`src/design/bcu_pkg.sv`:
```
// Shared types and constants for the binomial coefficient unit.
package bcu_pkg;

	// Field widths.
	localparam int NW = 6;
	localparam int CW = 64;

	// Result status codes.
	localparam logic STATUS_OK       = 1'b0;
	localparam logic STATUS_BAD_PAIR = 1'b1;

	// Controller states, one-hot.
	typedef enum logic [2:0] {
		ST_IDLE = 3'b001,
		ST_RUN  = 3'b010,
		ST_OUT  = 3'b100
	} state_t;

	// Commands from the controller to the datapath.
	typedef struct packed {
		logic capture;
		logic load;
		logic step;
	} dp_cmd_t;

	// Status from the datapath to the controller.
	typedef struct packed {
		logic bad;
		logic zero_n;
		logic last;
	} dp_stat_t;

endpackage

```
`src/design/bcu_ctrl.sv`:
```
// Controller: takes one request, runs the row updates it needs, then holds the result.
module bcu_ctrl (
	input  logic              clk,
	input  logic              arst_n,
	input  logic              in_valid,
	output logic              in_ready,
	output logic              out_valid,
	input  logic              out_ready,
	input  bcu_pkg::dp_stat_t stat,
	output bcu_pkg::dp_cmd_t  cmd
);

	bcu_pkg::state_t state_q;
	bcu_pkg::state_t state_d;
	logic            accept;

	assign in_ready  = (state_q == bcu_pkg::ST_IDLE);
	assign out_valid = (state_q == bcu_pkg::ST_OUT);
	assign accept    = in_valid && in_ready;

	// Next state and datapath commands.
	always_comb begin
		state_d     = state_q;
		cmd.capture = 1'b0;
		cmd.load    = 1'b0;
		cmd.step    = 1'b0;
		unique case (state_q)
			bcu_pkg::ST_IDLE: begin
				if (accept) begin
					cmd.capture = 1'b1;
					cmd.load    = !stat.bad;
					if (stat.bad || stat.zero_n) begin
						state_d = bcu_pkg::ST_OUT;
					end else begin
						state_d = bcu_pkg::ST_RUN;
					end
				end
			end
			bcu_pkg::ST_RUN: begin
				cmd.step = 1'b1;
				if (stat.last) begin
					state_d = bcu_pkg::ST_OUT;
				end
			end
			bcu_pkg::ST_OUT: begin
				if (out_ready) begin
					state_d = bcu_pkg::ST_IDLE;
				end
			end
			default: begin
				state_d = bcu_pkg::ST_IDLE;
			end
		endcase
	end

	// State register.
	always_ff @(posedge clk or negedge arst_n) begin
		if (!arst_n) begin
			state_q <= bcu_pkg::ST_IDLE;
		end else begin
			state_q <= state_d;
		end
	end

endmodule

```
`config.mk`:
```
export PLATFORM = sky130hd
export DESIGN_NAME = bcu_ctrl
export DESIGN_NICKNAME = d
export VERILOG_FILES = /design/src/design/bcu_pkg.sv /design/src/design/bcu_ctrl.sv
export SDC_FILE = /design/constraint.sdc
export NUM_CORES = 1
export LEC_CHECK = 0
export BUFFER_PORTS_ARGS = -buffer_cell sky130_fd_sc_hd__buf_2
export CAP_MARGIN = 20
export CORE_AREA = 10 10 47 49
export CTS_CLUSTER_DIAMETER = 40
export DETAILED_ROUTE_END_ITERATION = 12
export DIE_AREA = 0 0 57 59
export SLEW_MARGIN = 40
export SYNTH_ARGS = -nofsm -noshare
export SYNTH_HDL_FRONTEND = slang
export SYNTH_SLANG_ARGS = --single-unit
```
`constraint.sdc`:
```
create_clock -name clk -period 1.3 [get_ports clk]
set_clock_uncertainty 0.15 [all_clocks]
set_input_delay 0.26 -clock clk [delete_from_list [all_inputs] [get_ports clk]]
set_output_delay 0.26 -clock clk [all_outputs]
set_load 0.01 [all_outputs]
```
Yosys cells after proc, flatten, opt, wreduce, memory -nomap -nowiden. Cells that the tools add are included.

Eq/ne operators: 6. Mux-type cells: 8. Reduce and logical (&&, ||, !) cells: 4.

Operators with widths (count): $mux W3 (4); $pmux W3 S3 (1); $mux W2 (2); $ne A2 B1 Y1 const B (2); $eq A3 B1 Y1 const B (1); $eq A3 B2 Y1 const B (1); $eq A3 B3 Y1 const B (1); $reduce_and A3 Y1 (1); $ne A2 B2 Y1 const B (1); $logic_and A1 B1 Y1 (1); $logic_not A1 Y1 (1); $logic_or A1 B1 Y1 (1); $mux W1 (1).

Register bits after elaboration: 3. Input port bits: 7. Output and inout bits: 5. Logic and storage cells: 19.

Logic depth before layout (Yosys ltp). Gate-level depths: netlist of run 1.

Depth in word-level cells: 4. Depth in mapped cells: 3. Mapped depth without buffers: 3.

Least setup slack after synthesis of run 1. OpenSTA, ideal clock, no wires.

Path kind: reg-to-output. Start point: register state_q[0]. End point: output cmd[1] (netlist bit). Data arrival time: 0.879 ns. Required time: 0.890 ns. Path slack: 0.011 ns. Cell stages (with the launch flop): 3. Path buffers: 0. Path through: dfstp_2 nand4bb_2 nor2_1.

RTL lines: start, declared (line bcu_ctrl.sv:13) `bcu_pkg::state_t state_q;`; start signal, assigned (line bcu_ctrl.sv:59) `state_q <= bcu_pkg::ST_IDLE;`; start signal, assigned (line bcu_ctrl.sv:61) `state_q <= state_d;`; end, declared (line bcu_ctrl.sv:10) `output bcu_pkg::dp_cmd_t cmd`.

==> results of run 1 <==
per-layer routing:
| layer | routed length, um | part of all wire |
|---|---|---|
| met1 | 221 | 0.34 |
| met2 | 305 | 0.47 |
| met3 | 79 | 0.12 |
| met4 | 41 | 0.063 |
| met5 | 0 | 0 |
through the flow:
step	util	setup WS (ns)	area, um2	setup TNS, ns
after floorplan	-	0.01069	170.2	0
after global placement	0.1911	-0.07451	267.8	-0.1171
after detailed placement	0.1911	-0.06719	267.8	-0.1062
after CTS	0.2393	-0.2751	335.3	-1.307
after global routing	0.2625	-0.3202	367.9	-1.923
final	0.2625	-0.2549	367.9	-1.446
power by group through the flow:
stage	combinational (mW)	clock [mW]	sequential, mW
after detailed placement	0.199	0	0.164
final	0.303	0.166	0.160
after global routing	0.329	0.176	0.166
after CTS	0.264	0.174	0.164
after global placement	0.197	0	0.164
after floorplan	0.101	0	0.160
layout by cell type, fill, tap and decap left out, types with 2 or more instances in the layout:
master,instances
buf_2,10
buf_4,6
clkbuf_4,3
nor3b_2,2
dfrtp_1,2
cells by family (layout without fill, tap and decap cells):
group                  Yosys count  count (layout)
AND/OR/NAND/NOR                  8               8
buffers and inverters            2              24
flip-flops                       3               3
AO/OA/AOI/OAI                    2               2
critical path: cells and delay by family, from the launching register on:
kind          cells  cell delay [ns]
simple gates      2             0.23
flops             1             0.55
buf+inv           1             0.13
cell type report:
cell class	instances	area (um2)
multi-input combinational	10	121.4
fill	162	1033
timing repair buffer	18	116.4
tap	16	20.02
clock buffer	4	26.28
inverter	2	7.507
sequential	3	76.32
repair_timing:
action                                  in CTS  in global routing
resized for setup                            3                  4
cloned                                       0                  0
endpoints found under the setup margin       5                  7
setup buffers                                1                  2
hold endpoints to repair                     3                  0
pin swaps                                    0                  1
hold buffers                                 1                  0
cell usage after synthesis:
master,count
dfrtp_1,2
nor3b_2,1
or2_2,1
inv_2,1
nor3b_1,2
dfstp_2,1
nor2_1,1
a221o_1,1
nand4bb_2,1
o2bb2ai_1,1
nor3_1,1
inv_1,1
nor4b_1,1
worst min-delay path by stage:
| stage | start | to | slack [ns] | cells past startpoint |
|---|---|---|---|---|
| 2_1_floorplan | arst_n | state_q[1] | -0.19 | 0 |
| 3_3_place_gp | arst_n | state_q[2] | -0.09 | 1 |
| 3_5_place_dp | arst_n | state_q[2] | -0.09 | 1 |
| 4_1_cts | stat[0] | state_q[2] | 0.13 | 2 |
| 5_1_grt | stat[0] | state_q[2] | 0.14 | 2 |
| 6_report | stat[0] | state_q[2] | 0.14 | 2 |
==> results.py, run 1 <==
metrics = {
    "setup_path": {
        "crit_start": "state_q[0]",
        "rrSetupSlack_ns": -0.18,
        "cp-end-kind": "output pin",
        "cp.required_ns": 0.89,
        "reg2regPathDepth": 3,
        "path_cells": "nand4bb_4 -> nor2_2 -> buf_2",
        "cp-endpoint": "cmd[1]",
        "cp_slowest_cell": "dfstp_2",
        "critical_path.startpoint_type": "register",
        "reg2reg_to": "state_q[2]",
        "crit_arrival_ns": 1.14,
        "cpPeakStageDelay_ns": 0.55,
        "cp_max_fo": 3,
        "criticalPathCategory": "register to output pin",
        "crit-reg2reg-launch": "state_q[0]",
    },
    "global_route": {
        "gr-usage-met2": 0.04341,
        "grt_pass1_wl_um": 917,
        "busiest_layer": "met4",
        "use_met3": 0.02790,
        "grt_util_met1": 0.03210,
        "antenna_found_initial": 0,
        "grt_overflow": 0,
        "grt_max_degree": 6,
        "grt_pass1_vias": 221,
        "grt_util_all_layers": 0.03978,
    },
    "die": {
        "die_h_um": 59,
        "coreArea_mm2": 0.001401,
        "die_w_um": 57,
        "start_util": 0.1214,
        "io-pin-count": 12,
        "num_rows": 14,
        "die-area_mm2": 0.003363,
    },
    "flow_run": {
        "drv_cap": 0,
    },
    "power_and_ir_drop": {
        "p_per_area_mw_per_mm2": 1712,
        "finalPower_uw": 629.7,
        "power.net_switching_uw": 204.7,
        "p_comb_frac": 0.481,
        "vdd_ir_drop_max_mv": 0.4398,
        "internal_power_uw": 424.9,
        "p_sw_frac": 0.3252,
        "clkPwrFrac": 0.264,
        "power_frac_seq": 0.254,
        "leakage_nw": 0.1774,
    },
    "yosys": {
        "synthXorXnorAreaFrac": 0,
        "synth.area.mux_share": 0,
        "postSynthAreaPerCell_um2": 11.34,
        "synth_top_area_cell": "dfrtp_1",
        "ys_seq_elements": 3,
        "ys_seq_area_frac": 0.4485,
        "synthTopCellsByArea": "dfrtp_1, dfstp_2, nand4bb_2, nor3b_1, nor3b_2",
        "yosysWarnings": 0,
        "synth-compound-area-share": 0.1103,
        "synth_top_family_by_area": "simple AND/OR/NAND/NOR gates",
        "syn_area_um2": 170.2,
        "synthAdderAreaFrac": 0,
        "synthCells": 15,
        "synthesis.nets": 22,
        "synthDistinctLibCells": 13,
        "synthDominantCellAreaShare": 0.2941,
        "yosys.area_share.simple": 0.3971,
    },
    "final_layout": {
        "area_delta_synth_final_pct": 116.2,
        "final_nets": 45,
        "drive_gt1_frac": 0.7838,
        "largest_reg_flops": 3,
        "instances_no_fill": 53,
        "top_regs": "state_q (3)",
        "largest_register": "state_q",
        "diodes": 0,
    },
    "route": {
        "vias": 204,
        "antenna_left": 0,
        "wl_per_cell_um": 12.21,
        "first_pass_iters": 2,
        "drtIter0Drc": 3,
        "route.detailed.drc": 0,
        "totalWireLength_um": 647,
        "via_per_inst": 3.849,
    },
    "timing": {
        "hold_viol": 0,
        "setup_violations": 8,
        "clock.fmax_ghz": 0.6431,
        "worst_slack_ns": -0.2549,
        "period_share": 1.196,
        "drv_slew": 0,
        "min_period_ns": 1.555,
        "tightest_slew_ns": 0.5848,
        "slew_headroom": 0.6046,
        "rsz0062_at_grt": "yes",
        "holdWs_ns": 0.1365,
    },
    "clocking": {
        "clkLatencyLatePin_ns": 0.24,
        "clk_path_buf_depth": 2,
        "clock_sinks": 3,
        "cts-htree-levels": 1,
        "cts.clk_slew.worst_paths_ns": 0.04,
        "root_buffer": "clkbuf_4",
        "tritoncts": "built",
        "numCtsBuffers": 3,
    },
    "outcome": {
        "status": "complete, but fails checks",
        "violations": "setup timing",
    },
    "placed_design": {
        "portBuffers": 11,
        "place_congestion": 0.6264,
        "dpl.cell_count": 45,
    },
    "min_path": {
        "hold_class": "input pin to register",
    },
}
(Power assumes the default switching activity.)
==> inputs of run 2 (changes only) <==
--- a/config.mk
+++ b/config.mk
@@ -11,6 +11,7 @@
 export CTS_CLUSTER_DIAMETER = 40
 export DETAILED_ROUTE_END_ITERATION = 12
 export DIE_AREA = 0 0 57 59
+export RECOVER_POWER = 50
 export SLEW_MARGIN = 40
 export SYNTH_ARGS = -nofsm -noshare
 export SYNTH_HDL_FRONTEND = slang
==> run 2 against run 1 <==
  * Wire length is 0.31% lower
  * Critical path type unchanged
  * Design area is 0.34% lower
  * The flow still finishes with violations (setup timing)
  * First-iteration DRC count stayed put
  * Sequential share of layout area is 0.071 points higher
  * Hold slack hardly changed
  * Highest routed layer unchanged
  * Critical path depth stayed put
  * Setup slack hardly changed
  * Count of clock-buffer cells in the layout stayed put
  * Via count stayed put
==> results.py, run 2 (same netlist as run 1, synthesis figures left out) <==
metrics = {
    "route": {
        "first_pass_iters": 2,
        "totalWireLength_um": 645,
        "vias": 204,
        "drtIter0Drc": 3,
        "antenna_left": 0,
        "wl_per_cell_um": 12.17,
        "via_per_inst": 3.849,
        "route.detailed.drc": 0,
    },
    "min_path": {
        "hold_start": "stat[0]",
        "hold_class": "input pin to register",
    },
    "clocking": {
        "clk_path_buf_depth": 2,
        "clkLatencyLatePin_ns": 0.24,
        "cts-htree-levels": 1,
        "clock_sinks": 3,
        "root_buffer": "clkbuf_4",
        "cts.clk_slew.worst_paths_ns": 0.04,
        "tritoncts": "built",
        "numCtsBuffers": 3,
    },
    "die": {
        "io-pin-count": 12,
        "die_h_um": 59,
        "num_rows": 14,
        "die_w_um": 57,
        "coreArea_mm2": 0.001401,
        "die-area_mm2": 0.003363,
        "start_util": 0.1214,
    },
    "timing": {
        "rsz0062_at_grt": "yes",
        "slew_headroom": 0.6046,
        "worst_slack_ns": -0.2551,
        "tightest_slew_ns": 0.5848,
        "hold_viol": 0,
        "period_share": 1.196,
        "setup_violations": 8,
        "drv_slew": 0,
        "holdWs_ns": 0.1363,
        "min_period_ns": 1.555,
        "fin_setup_tns_ns": -1.447,
        "clock.fmax_ghz": 0.6430,
    },
    "setup_path": {
        "crit_start": "state_q[0]",
        "cp.required_ns": 0.89,
        "crit_arrival_ns": 1.15,
        "critical_path.startpoint_type": "register",
        "crit-reg2reg-launch": "state_q[0]",
        "cp_max_fo": 3,
        "path_cells": "nand4bb_4 -> nor2_2 -> buf_2",
        "crit_family": "flip-flops",
        "cpPeakStageDelay_ns": 0.55,
        "criticalPathCategory": "register to output pin",
        "crit_buf_inv": 1,
        "cp_slowest_cell": "dfstp_2",
        "cp-end-kind": "output pin",
    },
    "final_layout": {
        "final_common_cell": "buf_2",
        "largest_reg_flops": 3,
        "drive_gt1_frac": 0.7568,
        "instances_no_fill": 53,
        "final_nets": 45,
        "area_delta_synth_final_pct": 115.4,
        "final_util": 0.2616,
        "diodes": 0,
        "nFillCells": 161,
        "top_regs": "state_q (3)",
        "largest_register": "state_q",
        "final_cell_mix": "buf_2, buf_4, clkbuf_4",
    },
    "placed_design": {
        "place_congestion": 0.6264,
        "dp_slack_ns": -0.06719,
        "dpl.cell_count": 45,
        "portBuffers": 11,
    },
    "global_route": {
        "antenna_found_initial": 0,
        "grt_max_degree": 6,
        "grt_overflow": 0,
        "grt_util_all_layers": 0.03978,
        "grt_pass1_wl_um": 917,
        "grt_pass1_vias": 221,
    },
    "power_and_ir_drop": {
        "leakage_nw": 0.1747,
        "p_per_area_mw_per_mm2": 1717,
        "vdd_ir_drop_max_mv": 0.4403,
    },
    "outcome": {
        "status": "complete, but fails checks",
        "violations": "setup timing",
    },
    "flow_run": {
        "drv_cap": 0,
    },
}
-- run 2: timing repair --
item	4_1_cts	5_1_grt
resized for setup	3	4
pin swaps	0	1
setup buffers	1	2
setup endpoints to repair	5	7
hold buffers	1	0
hold endpoints to repair	3	0
-- run 2: stage by stage --
stage,power [mW],area (um2)
3_3_place_gp,0.3608,267.8
2_1_floorplan,0.2616,170.2
5_1_grt,0.6717,366.6
4_1_cts,0.6018,335.3
3_5_place_dp,0.3633,267.8
6_report,0.6294,366.6
-- run 2: final timing paths --
check / to / slack, ns / depth (start not counted)
max in group asynchronous: state_q[0] / 0.57 / 2
min in group asynchronous: state_q[2] / 0.21 / 2
setup / recovery: cmd[1] / -0.26 / 3
hold reg to reg: state_q[1] / 0.44 / 2
hold / removal: state_q[2] / 0.14 / 2
setup reg to reg: state_q[2] / -0.18 / 3
-- run 2: area by class of cell --
| cell class | count | area (um2) | area share |
|---|---|---|---|
| inverter | 2 | 7.507 | 0.02048 |
| clock buffer | 4 | 26.28 | 0.07167 |
| tap | 16 | 20.02 | 0.05461 |
| sequential | 3 | 76.32 | 0.2082 |
| multi-input combinational | 10 | 121.4 | 0.3311 |
| timing repair buffer | 18 | 115.1 | 0.3140 |
-- run 2: layer usage --
layer | share of wire | wire (um) | global-route usage | vias up
met5 | 0 | 0 | 0 | -
met4 | 0.064 | 41 | 0.08054 | 0
met3 | 0.12 | 79 | 0.02790 | 2
met2 | 0.47 | 304 | 0.04341 | 11
met1 | 0.34 | 220 | 0.03210 | 90
li1 | - | - | - | 101
-- run 2: where the power goes --
part           switching (mW)  internal [mW]  leakage (nW)
sequential             0.0296          0.131        0.0372
combinational           0.124          0.179         0.122
clock                  0.0513          0.115        0.0150
-- run 2: worst reg2reg max path, cell delays in order (launching register included) --
cell	delay [ns]
dfstp_2	0.38
buf_4	0.15
nor4b_1	0.54
a221o_1	0.20
==> inputs of run 3 (changes only) <==
--- a/config.mk
+++ b/config.mk
@@ -5,6 +5,7 @@
 export SDC_FILE = /design/constraint.sdc
 export NUM_CORES = 1
 export LEC_CHECK = 0
+export ABC_AREA = 1
 export BUFFER_PORTS_ARGS = -buffer_cell sky130_fd_sc_hd__buf_2
 export CAP_MARGIN = 20
 export CORE_AREA = 10 10 47 49
==> run 3 against run 2 <==
  * The run still ends with setup timing left
  * Die area stayed put
  * Setup slack improved by 0.018 ns
  * Wire length decreased by 6.0%
  * Count of clock-buffer cells in the layout unchanged
  * Via count is 25% higher
  * Register-to-register slack better by 0.11 ns
  * Sequential share of layout area shrank 0.49 points
  * First-iteration DRC count decreased by 67%
  * Critical path depth up 1
  * Core utilization increased by 0.63 points
  * Largest cell class unchanged
  * Highest routed layer is now met3
==> results.py, run 3 <==
metrics = {
    "timing": {
        "hold_viol": 0,
        "min_period_ns": 1.537,
        "holdWs_ns": 0.1793,
        "setup_violations": 7,
        "worst_slack_ns": -0.2370,
        "fin_setup_tns_ns": -1.169,
        "rsz0062_at_grt": "yes",
        "slew_headroom": 0.8912,
        "clock.fmax_ghz": 0.6506,
        "drv_slew": 0,
        "tightest_slew_ns": 0.1625,
        "period_share": 1.182,
    },
    "final_layout": {
        "final_cell_mix": "buf_2, inv_1, nor2_1, nand2_1",
        "final_util": 0.2679,
        "nFillCells": 165,
        "largest_reg_flops": 3,
        "final_common_cell": "buf_2",
        "instances_no_fill": 67,
        "diodes": 0,
        "top_regs": "state_q (3)",
        "area_delta_synth_final_pct": 70.45,
        "final_nets": 59,
        "largest_register": "state_q",
        "fin_area_um2": 375.4,
        "drive_gt1_frac": 0.5294,
    },
    "setup_path": {
        "critical_path.startpoint_type": "register",
        "cp.required_ns": 0.89,
        "crit_arrival_ns": 1.13,
        "cp_max_fo": 4,
        "criticalPathCategory": "register to output pin",
        "reg2regPathDepth": 6,
        "cp-end-kind": "output pin",
    },
    "power_and_ir_drop": {
        "finalPower_uw": 779.2,
        "p_per_area_mw_per_mm2": 2076,
        "leakage_nw": 0.2151,
        "vdd_ir_drop_max_mv": 0.5328,
    },
    "die": {
        "die-area_mm2": 0.003363,
        "die_w_um": 57,
        "coreArea_mm2": 0.001401,
        "start_util": 0.1571,
        "io-pin-count": 12,
        "num_rows": 14,
        "die_h_um": 59,
    },
    "yosys": {
        "syn_area_um2": 220.2,
        "postSynthAreaPerCell_um2": 6.882,
        "synthCells": 32,
        "synthDominantCellAreaShare": 0.2273,
        "synth_edf_count": 0,
        "synthDistinctLibCells": 14,
        "synth_top_area_cell": "dfrtp_1",
        "synthTopCellsByArea": "dfrtp_1, dfstp_2, inv_1, nor2_1, nand3_2",
        "ys_seq_elements": 3,
        "ys_seq_area_frac": 0.3466,
        "yosys_most_used_dff": "dfrtp_1",
        "synthesis.nets": 39,
        "async_reset_ff_frac": 1.000,
        "yosysWarnings": 0,
        "synth_commonest_cells": "inv_1, nor2_1, nand2_1",
    },
    "global_route": {
        "grt_pass1_vias": 242,
        "grt_pass1_wl_mm": 1.014,
        "grt_max_degree": 5,
        "antenna_found_initial": 0,
        "grt_util_all_layers": 0.04233,
        "grt_overflow": 0,
    },
    "placed_design": {
        "dp_hpwl_um": 522.5,
        "dpl.cell_count": 61,
        "dp_slack_ns": -0.01055,
        "portBuffers": 11,
        "placed_area_um2": 315.3,
        "place_congestion": 0.6578,
    },
    "clocking": {
        "clk_path_buf_depth": 2,
        "clock_sinks": 3,
        "root_buffer": "clkbuf_4",
        "tritoncts": "built",
        "cts-htree-levels": 1,
        "numCtsBuffers": 3,
        "clkLatencyLatePin_ns": 0.23,
        "cts.clk_slew.worst_paths_ns": 0.04,
    },
    "flow_run": {
        "drv_cap": 0,
    },
    "min_path": {
        "hold_class": "input pin to register",
        "holdPathStages": 4,
    },
    "route": {
        "via_per_inst": 3.806,
        "drtIter0Drc": 1,
        "totalWireLength_um": 606,
        "antenna_left": 0,
        "wl_per_cell_um": 9.045,
        "vias": 255,
        "route.detailed.drc": 0,
        "first_pass_iters": 2,
    },
    "outcome": {
        "violations": "setup timing",
        "status": "complete, but fails checks",
    },
}
## run 3: timing repair
| item | 4_1_cts | 5_1_grt |
|---|---|---|
| hold buffers | 1 | 0 |
| endpoints found under the hold margin | 3 | 0 |
| buffers inserted | 1 | 0 |
| pin swaps | 1 | 1 |
| resized for setup | 2 | 2 |
| endpoints found under the setup margin | 5 | 8 |
## run 3: layer usage
metal / up-vias / track usage / wire length, um
met1: 114 / 0.03677 / 238
met3: 0 / 0.03433 / 34
li1: 137 / - / -
met5: - / 0 / 0
met4: 0 / 0.04027 / 0
met2: 4 / 0.06047 / 332
## run 3: where the power goes
group,leakage (nW),switching (mW),internal (mW)
Sequential,0.0369,0.0402,0.143
Clock,0.0150,0.0474,0.115
Combinational,0.163,0.235,0.198
## run 3: worst max-delay path, cell delays in order, from the launching register on
cell     delay (ns)
dfstp_2        0.57
inv_1          0.08
nand2_2        0.08
inv_2          0.04
buf_2          0.13
## run 3: final cells by class
type                    instances  area [um2]  share of cell area
multi-input cells              21       136.4              0.3633
flip-flops and latches          3       76.32              0.2033
inverters                       8       30.03             0.08000
clock buffers                   4       26.28             0.07000
repair buffers                 15       86.33              0.2300
well taps                      16       20.02             0.05333
## run 3: final timing paths
path                       startpoint          to  slack, ns
min                           stat[0]  state_q[1]       0.18
min reg2reg                state_q[0]  state_q[0]       0.45
max                        state_q[0]      cmd[0]      -0.24
min in group asynchronous      arst_n  state_q[1]       0.21
max in group asynchronous      arst_n  state_q[0]       0.56
max reg2reg                state_q[0]  state_q[2]      -0.07
## run 3: cell families after synthesis
logic type | Yosys count | share of synthesized area
simple gates | 19 | 0.4546
compound gates | 2 | 0.06249
buf+inv | 8 | 0.1364
flops | 3 | 0.3466
